$ cat src/hw/rtl/tsrr_pkg.sv
// types, constants and codes for the thread slot round-robin scheduler
// no dependencies; imported by the interfaces and every module of the block

package tsrr_pkg;

  localparam int unsigned SlotCountDef  = 8;
  localparam int unsigned OpW           = 2;
  localparam int unsigned AddrW         = 64;
  localparam int unsigned StatusW       = 2;
  localparam int unsigned SlotW         = 3;
  localparam int unsigned SliceW        = 8;
  localparam int unsigned ApbAddrW      = 3;
  localparam int unsigned ApbDataW      = 32;
  localparam logic [SliceW-1:0] SliceResetVal = 8'd10;

  typedef enum logic [OpW-1:0] {
    OP_CREATE = 2'd0,
    OP_KILL   = 2'd1,
    OP_SWITCH = 2'd2
  } op_e;

  typedef enum logic [1:0] {
    ST_FREE    = 2'd0,
    ST_READY   = 2'd1,
    ST_RUNNING = 2'd2
  } slot_st_e;

  typedef enum logic [StatusW-1:0] {
    RES_OK       = 2'd0,
    RES_NO_FREE  = 2'd1,
    RES_NO_READY = 2'd2
  } res_e;

  typedef enum logic [2:0] {
    S_IDLE,
    S_CREATE,
    S_SW_CUR,
    S_SWITCH,
    S_DEMOTE,
    S_LOAD,
    S_FETCH,
    S_FINISH
  } ctrl_st_e;

  typedef struct packed {
    logic     st_we;
    slot_st_e st_wdata;
    logic     addr_we;
  } tbl_cmd_t;

endpackage

$ cat src/hw/rtl/tsrr_ifs.sv
// valid/ready channel interfaces for scheduler input and result items
// depends on tsrr_pkg

interface tsrr_in_if import tsrr_pkg::*; ();
  logic             valid;
  logic             ready;
  logic [OpW-1:0]   opcode;
  logic [AddrW-1:0] entry_address;

  modport source(output valid, opcode, entry_address, input ready);
  modport sink(input valid, opcode, entry_address, output ready);
endinterface

interface tsrr_out_if import tsrr_pkg::*; ();
  logic               valid;
  logic               ready;
  logic [StatusW-1:0] status;
  logic [SlotW-1:0]   slot_index;
  logic [SlotW-1:0]   current_index;
  logic [AddrW-1:0]   start_address;
  logic [SliceW-1:0]  slice_ticks;

  modport source(output valid, status, slot_index, current_index, start_address, slice_ticks,
                 input ready);
  modport sink(input valid, status, slot_index, current_index, start_address, slice_ticks,
               output ready);
endinterface

$ cat src/hw/rtl/thread_slot_round_robin_scheduler_unit.sv
// top level of the thread slot round-robin scheduler: config register, sequencer, slot table
// depends on tsrr_pkg, tsrr_ifs, tsrr_table, tsrr_ctrl

// Each input item (create, kill, switch) yields one result item. The block takes one item
// at a time; a single slot pointer with a wrapping incrementer visits one slot per cycle and
// the status of that slot is compared against free or ready. Create does a lowest free slot
// search; switch reads the current slot, does a round-robin scan, then reads the registered
// entry address memory. The result sits in an output register, so a stalled result does not
// block the next item from being accepted; that next item then waits in its last state until
// the register frees.
// slice_length lives at byte address 0 of the APB port and resets to 10; write it only while
// the block is idle.

module thread_slot_round_robin_scheduler_unit import tsrr_pkg::*; #(
  parameter int unsigned SlotCount = SlotCountDef
) (
  input  logic                clk_i,
  input  logic                rst_ni,
  tsrr_in_if.sink             in_i,
  tsrr_out_if.source          out_o,
  input  logic                psel,
  input  logic                penable,
  input  logic                pwrite,
  input  logic [ApbAddrW-1:0] paddr,
  input  logic [ApbDataW-1:0] pwdata,
  output logic [ApbDataW-1:0] prdata,
  output logic                pready
);

  localparam int unsigned IdxW = $clog2(SlotCount);

  logic [SliceW-1:0] slice_q;
  logic [IdxW-1:0]   ptr, st_waddr;
  tbl_cmd_t          cmd;
  logic [AddrW-1:0]  entry, addr_rdata;
  slot_st_e          st_rdata;
  logic              slice_sel;

  assign pready    = 1'b1;
  assign slice_sel = (paddr[ApbAddrW-1] == 1'b0);

  always_ff @(posedge clk_i or negedge rst_ni) begin
    if (!rst_ni) begin
      slice_q <= SliceResetVal;
    end else if (psel && penable && pwrite && slice_sel) begin
      slice_q <= pwdata[SliceW-1:0];
    end
  end

  assign prdata = slice_sel ? ApbDataW'(slice_q) : '0;

  tsrr_ctrl #(
    .SlotCount(SlotCount)
  ) u_ctrl (
    .clk_i       (clk_i),
    .rst_ni      (rst_ni),
    .in_i        (in_i),
    .out_o       (out_o),
    .slice_len_i (slice_q),
    .ptr_o       (ptr),
    .st_waddr_o  (st_waddr),
    .cmd_o       (cmd),
    .entry_o     (entry),
    .st_rdata_i  (st_rdata),
    .addr_rdata_i(addr_rdata)
  );

  tsrr_table #(
    .SlotCount(SlotCount)
  ) u_table (
    .clk_i       (clk_i),
    .rst_ni      (rst_ni),
    .ptr_i       (ptr),
    .st_waddr_i  (st_waddr),
    .cmd_i       (cmd),
    .entry_i     (entry),
    .st_rdata_o  (st_rdata),
    .addr_rdata_o(addr_rdata)
  );

endmodule

$ cat src/hw/rtl/tsrr_table.sv
// slot table: per-slot status flops and the entry address memory
// depends on tsrr_pkg

module tsrr_table import tsrr_pkg::*; #(
  parameter int unsigned SlotCount = SlotCountDef,
  localparam int unsigned IdxW = $clog2(SlotCount)
) (
  input  logic             clk_i,
  input  logic             rst_ni,
  input  logic [IdxW-1:0]  ptr_i,
  input  logic [IdxW-1:0]  st_waddr_i,
  input  tbl_cmd_t         cmd_i,
  input  logic [AddrW-1:0] entry_i,
  output slot_st_e         st_rdata_o,
  output logic [AddrW-1:0] addr_rdata_o
);

  slot_st_e         st_q [SlotCount];
  logic [AddrW-1:0] mem [SlotCount];
  logic [AddrW-1:0] rdata_q;

  always_ff @(posedge clk_i or negedge rst_ni) begin
    if (!rst_ni) begin
      for (int i = 0; i < SlotCount; i++) begin
        st_q[i] <= ST_FREE;
      end
    end else if (cmd_i.st_we) begin
      st_q[st_waddr_i] <= cmd_i.st_wdata;
    end
  end

  always_ff @(posedge clk_i) begin
    if (cmd_i.addr_we) begin
      mem[ptr_i] <= entry_i;
    end
    rdata_q <= mem[ptr_i];
  end

  assign st_rdata_o   = st_q[ptr_i];
  assign addr_rdata_o = rdata_q;

endmodule

$ cat src/hw/rtl/tsrr_ctrl.sv
// sequencer: walks the slot pointer one slot a cycle and holds the result register
// depends on tsrr_pkg, tsrr_ifs

module tsrr_ctrl import tsrr_pkg::*; #(
  parameter int unsigned SlotCount = SlotCountDef,
  localparam int unsigned IdxW = $clog2(SlotCount)
) (
  input  logic              clk_i,
  input  logic              rst_ni,
  tsrr_in_if.sink           in_i,
  tsrr_out_if.source        out_o,
  input  logic [SliceW-1:0] slice_len_i,
  output logic [IdxW-1:0]   ptr_o,
  output logic [IdxW-1:0]   st_waddr_o,
  output tbl_cmd_t          cmd_o,
  output logic [AddrW-1:0]  entry_o,
  input  slot_st_e          st_rdata_i,
  input  logic [AddrW-1:0]  addr_rdata_i
);

  localparam logic [IdxW-1:0] LastIdx = IdxW'(SlotCount - 1);

  ctrl_st_e          state_q, state_d;
  logic [IdxW-1:0]   ptr_q, ptr_d, cur_q, cur_d, ptr_inc;
  logic              run_q, run_d;
  op_e               op_q, op_d;
  logic [AddrW-1:0]  entry_q, entry_d;
  res_e              res_st_q, res_st_d;
  logic [IdxW-1:0]   res_slot_q, res_slot_d;
  logic [AddrW-1:0]  res_addr_q, res_addr_d;
  logic [SliceW-1:0] res_slice_q, res_slice_d;
  logic              out_valid_q, out_valid_d;
  res_e              out_st_q, out_st_d;
  logic [SlotW-1:0]  out_slot_q, out_slot_d, out_cur_q, out_cur_d;
  logic [AddrW-1:0]  out_addr_q, out_addr_d;
  logic [SliceW-1:0] out_slice_q, out_slice_d;

  assign ptr_inc = (ptr_q == LastIdx) ? '0 : ptr_q + 1'b1;

  always_ff @(posedge clk_i or negedge rst_ni) begin
    if (!rst_ni) begin
      state_q     <= S_IDLE;
      cur_q       <= '0;
      out_valid_q <= 1'b0;
    end else begin
      state_q     <= state_d;
      cur_q       <= cur_d;
      out_valid_q <= out_valid_d;
    end
  end

  always_ff @(posedge clk_i) begin
    ptr_q       <= ptr_d;
    run_q       <= run_d;
    op_q        <= op_d;
    entry_q     <= entry_d;
    res_st_q    <= res_st_d;
    res_slot_q  <= res_slot_d;
    res_addr_q  <= res_addr_d;
    res_slice_q <= res_slice_d;
    out_st_q    <= out_st_d;
    out_slot_q  <= out_slot_d;
    out_cur_q   <= out_cur_d;
    out_addr_q  <= out_addr_d;
    out_slice_q <= out_slice_d;
  end

  always_comb begin
    state_d     = state_q;
    ptr_d       = ptr_q;
    cur_d       = cur_q;
    run_d       = run_q;
    op_d        = op_q;
    entry_d     = entry_q;
    res_st_d    = res_st_q;
    res_slot_d  = res_slot_q;
    res_addr_d  = res_addr_q;
    res_slice_d = res_slice_q;
    out_valid_d = out_valid_q;
    out_st_d    = out_st_q;
    out_slot_d  = out_slot_q;
    out_cur_d   = out_cur_q;
    out_addr_d  = out_addr_q;
    out_slice_d = out_slice_q;
    cmd_o       = '{st_we: 1'b0, st_wdata: ST_FREE, addr_we: 1'b0};
    st_waddr_o  = ptr_q;

    if (out_valid_q && out_o.ready) begin
      out_valid_d = 1'b0;
    end

    case (state_q)
      S_IDLE: begin
        if (in_i.valid) begin
          op_d        = op_e'(in_i.opcode);
          entry_d     = in_i.entry_address;
          res_st_d    = RES_OK;
          res_slot_d  = cur_q;
          res_addr_d  = '0;
          res_slice_d = '0;
          ptr_d       = cur_q;
          case (op_e'(in_i.opcode))
            OP_CREATE: begin
              ptr_d   = '0;
              state_d = S_CREATE;
            end
            OP_KILL:   state_d = S_LOAD;
            OP_SWITCH: state_d = S_SW_CUR;
            default:   state_d = S_FINISH;
          endcase
        end
      end
      S_CREATE: begin
        if (st_rdata_i == ST_FREE) begin
          cmd_o.st_we    = 1'b1;
          cmd_o.st_wdata = ST_READY;
          cmd_o.addr_we  = 1'b1;
          res_slot_d     = ptr_q;
          res_addr_d     = entry_q;
          state_d        = S_FINISH;
        end else if (ptr_q == LastIdx) begin
          res_st_d   = RES_NO_FREE;
          res_slot_d = '0;
          state_d    = S_FINISH;
        end else begin
          ptr_d = ptr_inc;
        end
      end
      S_SW_CUR: begin
        run_d   = (st_rdata_i == ST_RUNNING);
        ptr_d   = ptr_inc;
        state_d = S_SWITCH;
      end
      S_SWITCH: begin
        if (st_rdata_i == ST_READY) begin
          cmd_o.st_we    = 1'b1;
          cmd_o.st_wdata = ST_RUNNING;
          res_slot_d     = ptr_q;
          res_slice_d    = slice_len_i;
          state_d        = S_DEMOTE;
        end else if (ptr_inc == cur_q) begin
          if (run_q) begin
            ptr_d   = cur_q;
            state_d = S_LOAD;
          end else begin
            res_st_d = RES_NO_READY;
            state_d  = S_FINISH;
          end
        end else begin
          ptr_d = ptr_inc;
        end
      end
      S_DEMOTE: begin
        st_waddr_o     = cur_q;
        cmd_o.st_we    = run_q;
        cmd_o.st_wdata = ST_READY;
        cur_d          = ptr_q;
        state_d        = S_FETCH;
      end
      S_LOAD: begin
        cmd_o.st_we    = (op_q == OP_KILL);
        cmd_o.st_wdata = ST_FREE;
        state_d        = S_FETCH;
      end
      S_FETCH: begin
        res_addr_d = addr_rdata_i;
        state_d    = S_FINISH;
      end
      S_FINISH: begin
        if (!out_valid_q || out_o.ready) begin
          out_valid_d = 1'b1;
          out_st_d    = res_st_q;
          out_slot_d  = SlotW'(res_slot_q);
          out_cur_d   = SlotW'(cur_q);
          out_addr_d  = res_addr_q;
          out_slice_d = res_slice_q;
          state_d     = S_IDLE;
        end
      end
      default: state_d = S_IDLE;
    endcase
  end

  assign in_i.ready          = (state_q == S_IDLE);
  assign out_o.valid         = out_valid_q;
  assign out_o.status        = out_st_q;
  assign out_o.slot_index    = out_slot_q;
  assign out_o.current_index = out_cur_q;
  assign out_o.start_address = out_addr_q;
  assign out_o.slice_ticks   = out_slice_q;
  assign ptr_o               = ptr_q;
  assign entry_o             = entry_q;

endmodule
$ cat src/flat_wrapper.sv
// flat-port wrapper written by rule: the top's interface ports become plain ports
module thread_slot_round_robin_scheduler_unit_flat import tsrr_pkg::*;
#(
  parameter int unsigned SlotCount = SlotCountDef
)
  (clk_i, rst_ni, psel, penable, pwrite, paddr, pwdata, prdata, pready, in_i_valid, in_i_opcode, in_i_entry_address, in_i_ready, out_o_valid, out_o_status, out_o_slot_index, out_o_current_index, out_o_start_address, out_o_slice_ticks, out_o_ready);
  tsrr_in_if in_i_i ();
  tsrr_out_if out_o_i ();
  input  logic clk_i;
  input  logic rst_ni;
  input  logic psel;
  input  logic penable;
  input  logic pwrite;
  input  logic [ApbAddrW-1:0] paddr;
  input  logic [ApbDataW-1:0] pwdata;
  output logic [ApbDataW-1:0] prdata;
  output logic pready;
  input wire logic [$bits(in_i_i.valid)-1:0] in_i_valid;
  input wire logic [$bits(in_i_i.opcode)-1:0] in_i_opcode;
  input wire logic [$bits(in_i_i.entry_address)-1:0] in_i_entry_address;
  output wire logic [$bits(in_i_i.ready)-1:0] in_i_ready;
  output wire logic [$bits(out_o_i.valid)-1:0] out_o_valid;
  output wire logic [$bits(out_o_i.status)-1:0] out_o_status;
  output wire logic [$bits(out_o_i.slot_index)-1:0] out_o_slot_index;
  output wire logic [$bits(out_o_i.current_index)-1:0] out_o_current_index;
  output wire logic [$bits(out_o_i.start_address)-1:0] out_o_start_address;
  output wire logic [$bits(out_o_i.slice_ticks)-1:0] out_o_slice_ticks;
  input wire logic [$bits(out_o_i.ready)-1:0] out_o_ready;
  assign in_i_i.valid = in_i_valid;
  assign in_i_i.opcode = in_i_opcode;
  assign in_i_i.entry_address = in_i_entry_address;
  assign in_i_ready = in_i_i.ready;
  assign out_o_valid = out_o_i.valid;
  assign out_o_status = out_o_i.status;
  assign out_o_slot_index = out_o_i.slot_index;
  assign out_o_current_index = out_o_i.current_index;
  assign out_o_start_address = out_o_i.start_address;
  assign out_o_slice_ticks = out_o_i.slice_ticks;
  assign out_o_i.ready = out_o_ready;
  thread_slot_round_robin_scheduler_unit #(.SlotCount(SlotCount)) u_core (.clk_i(clk_i), .rst_ni(rst_ni), .in_i(in_i_i), .out_o(out_o_i), .psel(psel), .penable(penable), .pwrite(pwrite), .paddr(paddr), .pwdata(pwdata), .prdata(prdata), .pready(pready));
endmodule
$ cat config.mk
export PLATFORM = sky130hd
export DESIGN_NAME = thread_slot_round_robin_scheduler_unit_flat
export DESIGN_NICKNAME = d
export VERILOG_FILES = /design/src/hw/rtl/tsrr_pkg.sv /design/src/hw/rtl/tsrr_ifs.sv /design/src/hw/rtl/thread_slot_round_robin_scheduler_unit.sv /design/src/hw/rtl/tsrr_table.sv /design/src/hw/rtl/tsrr_ctrl.sv /design/src/flat_wrapper.sv
export SDC_FILE = /design/constraint.sdc
export NUM_CORES = 1
export LEC_CHECK = 0
export BUFFER_PORTS_ARGS = -buffer_cell sky130_fd_sc_hd__buf_2
export CAP_MARGIN = 10
export CELL_PAD_IN_SITES_DETAIL_PLACEMENT = 0
export CELL_PAD_IN_SITES_GLOBAL_PLACEMENT = 1
export CORE_MARGIN = 2
export CORE_UTILIZATION = 50
export DETAILED_ROUTE_END_ITERATION = 10
export PLACE_DENSITY = 0.87
export SYNTH_ARGS = -nofsm -noshare
export SYNTH_HDL_FRONTEND = slang
export SYNTH_SLANG_ARGS = --single-unit
$ cat constraint.sdc
create_clock -name clk_i -period 7.6 [get_ports clk_i]
set_input_delay 1.14 -clock clk_i [delete_from_list [all_inputs] [get_ports clk_i]]
set_output_delay 1.14 -clock clk_i [all_outputs]
set_load 0.01 [all_outputs]
==> results of run 1 <==
critical path, stage by stage, from the launching register on:
cell and delay (ps):
edfxtp_1 940, mux4_2 650, a2111oi_2 500, o211a_2 490, and2_4 500, buf_4 670
stage by stage:
stage,std cells,instance area [sq um]
global route,2558,33400
global placement,2414,30800
floorplan,1571,29200
CTS,2558,33400
detailed placement,2414,30800
finish,2558,33400
final timing paths:
kind                                                              endpoint  slack (ps)  cells past startpoint
max                                    u_core.u_table.mem[6][25]$_DFFE_PP_        3410                      5
min                        u_core.u_ctrl.out_o.start_address[47]$_DFFE_PP_         410                      0
max reg2reg                            u_core.u_table.mem[6][25]$_DFFE_PP_        3410                      5
min reg2reg                u_core.u_ctrl.out_o.start_address[47]$_DFFE_PP_         410                      0
max in group asynchronous                    u_core.slice_q[5]$_DFFE_PN0P_        6510                      1
min in group asynchronous              u_core.u_ctrl.out_o.valid$_DFF_PN0_         570                      1
state kept, by name, indices dropped and copies added, names as in the netlist, 8 cells and up:
signal                             cells
u_core.u_table.mem                   512
u_core.u_ctrl.entry_o                 64
u_core.u_ctrl.out_o.start_address     64
u_core.u_ctrl.res_addr_q              64
u_core.u_table.addr_rdata_o           64
u_core.u_table.st_q                   16
u_core.slice_q                         8
u_core.u_ctrl.out_o.slice_ticks        8
u_core.u_ctrl.res_slice_q              8
power groups by stage:
stage | Combinational, mW | Clock, mW | Sequential [mW]
floorplan | 1.63 | 0 | 6.34
CTS | 2.57 | 3.98 | 6.34
detailed placement | 2.55 | 0 | 6.43
global placement | 2.49 | 0 | 6.40
finish | 2.55 | 3.92 | 6.34
global route | 2.77 | 4.17 | 6.41
synthesized netlist by cell type, types with 2 or more instances:
cell type,n
edfxtp_1,739
mux2i_1,8
a21o_1,4
dfstp_2,2
nor2b_1,15
o31ai_1,10
nor3b_1,4
mux2_2,14
buf_2,3
clkbuf_1,72
nor3_1,6
a211oi_1,2
buf_1,10
o21ai_0,12
ha_1,2
xnor2_1,2
and3_1,2
o211a_2,2
o21a_1,2
buf_4,26
inv_1,13
nand2_1,18
a2111oi_2,2
nor2_1,22
a22oi_1,264
dfrtp_1,29
conb_1,2
o22ai_1,2
nand4_1,65
and2_1,22
a21oi_1,7
mux4_2,2
o211ai_1,2
dfxtp_1,64
nand3_1,4
a22o_1,72
final cells by class:
| type | count | share of cell area |
|---|---|---|
| Sequential cell | 834 | 0.727 |
| Multi-Input combinational cell | 612 | 0.135 |
| Clock buffer | 107 | 0.0661 |
| Timing Repair Buffer | 190 | 0.0299 |
| Tap cell | 765 | 0.0287 |
| Clock inverter | 37 | 0.0120 |
| Inverter | 13 | 0.00146 |
routing by layer:
layer / wire, um / part of all wire / up-vias / GRT usage
li1: - / - / 6661 / -
met1: 26200 / 0.41 / 7917 / 0.296
met2: 29800 / 0.47 / 861 / 0.329
met3: 5770 / 0.091 / 101 / 0.0374
met4: 1280 / 0.020 / 0 / 0.0656
met5: 0 / 0 / - / 0
cells by family (layout without fill, tap and decap cells):
kind of cell | count (synthesis) | after routing
AOI/OAI and AO/OA | 391 | 391
xor gates and xnor gates | 2 | 2
adders and majority gates | 2 | 2
buffers and inverters | 125 | 347
DFF | 834 | 834
muxes | 24 | 24
other | 2 | 25
and+or+nand+nor | 168 | 168
==> metrics, run 1 <==
top_reg_cell synth edfxtp_1; Power, Total 12.8 mW; CTS buffer count 79; # DRC 0; hold-fix buffers at CTS 0; Post-Syn Area 29200 sq um; Cell Int Power 9.09 mW; worst hold-check slack 414 ps; post-layout worst setup margin 3410 ps; Final Critical Period 4190 ps; compound-gate portion of the synthesized area 0.104; antenna viol nets, final 0; final setup skew 32.7 ps; CP arrival 4420 ps; Clk pwr share 0.306; Reg area 24300 sq um; EDFF count, synth 739; Pre-Repair DR Iteration Count 5; maximum clock frequency 239 MHz; CP endpoint kind flip-flop; largest net degree at the start of global routing 69; Final Hold Fails 0; cts repair resizes 0; logic gate share of total power 0.199; Filler cells 4216; CTS tree yes; gr usage total 0.208; final wirelength 63.1 mm; die area 60300 sq um; P_sw 3.73 mW; H-Tree Depth 3; Vias/cell 6.08; register area share after synthesis 0.832; commonest non-fill, non-tap cell in the layout edfxtp_1; CTS Buffer Depth 3; gr ovfl total 0; vias in the first global route 15509; Setup CP Type reg -> reg; 1st-iter DRT viols 1810; Startpoint Class flip-flop; syn avg cell area 18.8 sq um; simple-gate portion of the synthesized area 0.0329; hold crit path type reg -> reg; Area Overhead vs Synth 14.4%; RSZ-0062 raised after global routing false; status complete, no violations; root buffer cell clkbuf_16; mux cell area share after synthesis 0.00970; Initial Util 0.505; row count 88; clock sink count 834; worst r2r src u_core.u_ctrl.ptr_o[0]$_DFFE_PP_; Power per Cell Area 384 nW/um^2; Synth Area in Adders 0.000858; I/O pins 223; Mapped Cells 1548; die width 245 um; Cell variety after synth 57; hpwl dp 30.9 mm; share of Yosys cell area claimed by the top area cell type 0.761; Peak VDD IR 0.000369 V; clock-pin slew on the worst setup and hold paths 60 ps; crit share post-route 0.551; total of warnings raised by yosys 0; flops & latches, synth 834; layout cell share with drive strength beyond 1 0.201; final setup TNS 0 ps; # Post-CTS Setup Buffers 0; sequential share of power 0.495; Core ar. 57700 sq um; largest family of logic cells by synthesized area compound AO/OA/AOI/OAI gates; DR WL/cell 24.7 um; top cells by area, synth edfxtp_1 (76%), a22oi_1 (6.8%), dfxtp_1 (4.4%); CP Max Fanout 42; die height 245 um; # Max-Cap Violations 0; Post-Place Setup Slack 3460 ps; Final Setup Violations 0; FFs w/ async S/R, synth 0.0372; WP data required 7830 ps; most frequent cells in the layout edfxtp_1 (739), a22oi_1 (264), buf_2 (171); RD Place Congestion 0.812; Multi-input gate area 4500 sq um; HP Start u_core.u_ctrl.res_addr_q[47]$_SDFFCE_PN0P_; Slew HR 0.227; Switching Share 0.291; Pleak 11.2 nW; CP startpoint u_core.u_ctrl.ptr_o[0]$_DFFE_PP_; first-pass GRT wire length 94.5 mm; count of pins over their slew limit 0; Clock Latency Late Sink 630 ps; initial antenna violation count 0; Slew @ Worst Pin 1160 ps; final net count 1840; Synth Area in XOR/XNOR 0.000601; I/O Buffers 171; via count 15540; post-synth top area cell edfxtp_1; utilization after layout 0.578; Antenna diodes 0
Note: power is estimated with default switching activity, not from simulation.
==> run 2, diff against run 1 <==
==> constraint.sdc (replaced) <==
create_clock -name clk_i -period 4.3 [get_ports clk_i]
set_input_delay 0.645 -clock clk_i [delete_from_list [all_inputs] [get_ports clk_i]]
set_output_delay 0.645 -clock clk_i [all_outputs]
set_load 0.01 [all_outputs]
==> metrics, run 2 (synthesized netlist as in run 1, its figures left out) <==
I/O pins 223; RD Place Congestion 0.846; CP Max Fanout 26; final wirelength 64.0 mm; DR WL/cell 24.8 um; Pre-Repair DR Iteration Count 5; # Max-Cap Violations 0; Final Setup Violations 0; hold-fix buffers at CTS 0; status complete, no violations; CTS Buffer Depth 3; die area 60300 sq um; CTS tree yes; worst hold-check slack 67.4 ps; CP arrival 3750 ps; vias in the first global route 15680; Slew @ Worst Pin 1050 ps; commonest non-fill, non-tap cell in the layout edfxtp_1; # Post-CTS Setup Buffers 0; Core ar. 57700 sq um; layout cell share with drive strength beyond 1 0.209; Pleak 11.4 nW; WP data required 4620 ps; crit share post-route 0.798; Critical Path Slowest Stage Cell edfxtp_1; Startpoint Class flip-flop; CTS buffer count 82; Slew HR 0.297; gr usage total 0.209; P_sw 6.72 mW; Power per Cell Area 681 nW/um^2; Initial Util 0.505; Largest register FFs 512; 1st-iter DRT viols 1910; final setup skew 15.7 ps; row count 88; utilization after layout 0.585; first-pass GRT wire length 94.3 mm; final net count 1859; Top reg by flops u_core.u_table.mem; H-Tree Depth 3; antenna viol nets, final 0; maximum clock frequency 291 MHz; sequential share of power 0.487; cell-by-cell trace of the critical path mux4_2 -> a2111oi_2 -> o211a_2 -> and2_4 -> buf_4; most frequent cells in the layout edfxtp_1 (739), a22oi_1 (264), buf_2 (171); gr ovfl total 0; RSZ-0062 raised after global routing false; worst path buffer plus inverter count 1; die height 245 um; I/O Buffers 171; initial antenna violation count 2; Setup CP Type reg -> reg; cts repair resizes 0; CP endpoint kind flip-flop; critical path's top delay family compound AO/OA/AOI/OAI gates; Vias/cell 6.06; count of pins over their slew limit 0; # DRC 0; hpwl dp 32.7 mm; Switching Share 0.292; die width 245 um; largest net degree at the start of global routing 81; clock-pin slew on the worst setup and hold paths 60 ps; Final Critical Period 3430 ps; Peak VDD IR 0.000725 V; final setup TNS 0 ps; logic gate share of total power 0.203; Area Overhead vs Synth 15.7%; Largest stage delay, worst path 630 ps; root buffer cell clkbuf_16; hold crit path type in -> async; Antenna diodes 0; Clk pwr share 0.310; Final Hold Fails 0; Clock Latency Late Sink 630 ps; clock sink count 834; Cell Int Power 16.3 mW; via count 15654
[run 2: changes by cell type in the layout (fill, tap and decap cells not counted), sizes merged]
cell      before  now
buf          190  206
clkbuf       107  105
inv           20   19
clkinv        21   32
bufinv         7    8
clkinvlp       2    1
[run 2: final cells by class]
| class | instances | area, sq um |
|---|---|---|
| clock buffers | 105 | 2220 |
| clock inverters | 47 | 487 |
| fillers | 4108 | 23900 |
| inverters | 13 | 48.8 |
| multi-input cells | 612 | 4510 |
| flip-flops and latches | 834 | 24300 |
| well taps | 765 | 957 |
| repair buffers | 206 | 1280 |
[run 2: routing by layer]
metal,wire (um),share of wire,global-route usage,up-vias
li1,-,-,-,6696
met1,25500,0.40,0.285,7933
met2,30800,0.48,0.337,913
met3,6300,0.098,0.0435,110
met4,1390,0.022,0.0734,2
met5,10,0.00016,0,-
[run 2: power by group through the flow]
stage	clock (mW)	sequential, mW	combinational, mW
3_5_place_dp	0	11.3	4.63
2_1_floorplan	0	11.2	2.89
6_report	7.14	11.2	4.66
4_1_cts	7.24	11.2	4.67
5_1_grt	7.53	11.3	5.04
3_3_place_gp	0	11.3	4.53
[run 2: through the flow]
step / worst slack [ps] / cell area (sq um) / cells / power, mW
finish: 868 / 33800 / 2582 / 23.0
global route: 717 / 33800 / 2582 / 23.9
CTS: 881 / 33800 / 2582 / 23.1
detailed placement: 929 / 31000 / 2430 / 16.0
global placement: 982 / 31000 / 2430 / 15.8
floorplan: 511 / 29300 / 1571 / 14.1
[run 2: final timing paths]
| check | from | endpoint | slack (ps) | cells after the start |
|---|---|---|---|---|
| setup / recovery | u_core.u_ctrl.ptr_o[0]$_DFFE_PP_ | u_core.u_table.mem[2][25]$_DFFE_PP_ | 870 | 5 |
| hold / removal | rst_ni | u_core.u_ctrl.state_q[1]$_DFFE_PN0P_ | 70 | 1 |
| setup reg to reg | u_core.u_ctrl.ptr_o[0]$_DFFE_PP_ | u_core.u_table.mem[2][25]$_DFFE_PP_ | 870 | 5 |
| hold reg to reg | u_core.u_ctrl.res_addr_q[53]$_SDFFCE_PN0P_ | u_core.u_ctrl.out_o.start_address[53]$_DFFE_PP_ | 420 | 0 |
| max in group asynchronous | rst_ni | u_core.u_table.st_q[6]$_DFFE_PN0P_ | 3750 | 1 |
| min in group clk_i | in_i_entry_address[33] | u_core.u_ctrl.entry_o[33]$_DFFE_PP_ | 190 | 1 |
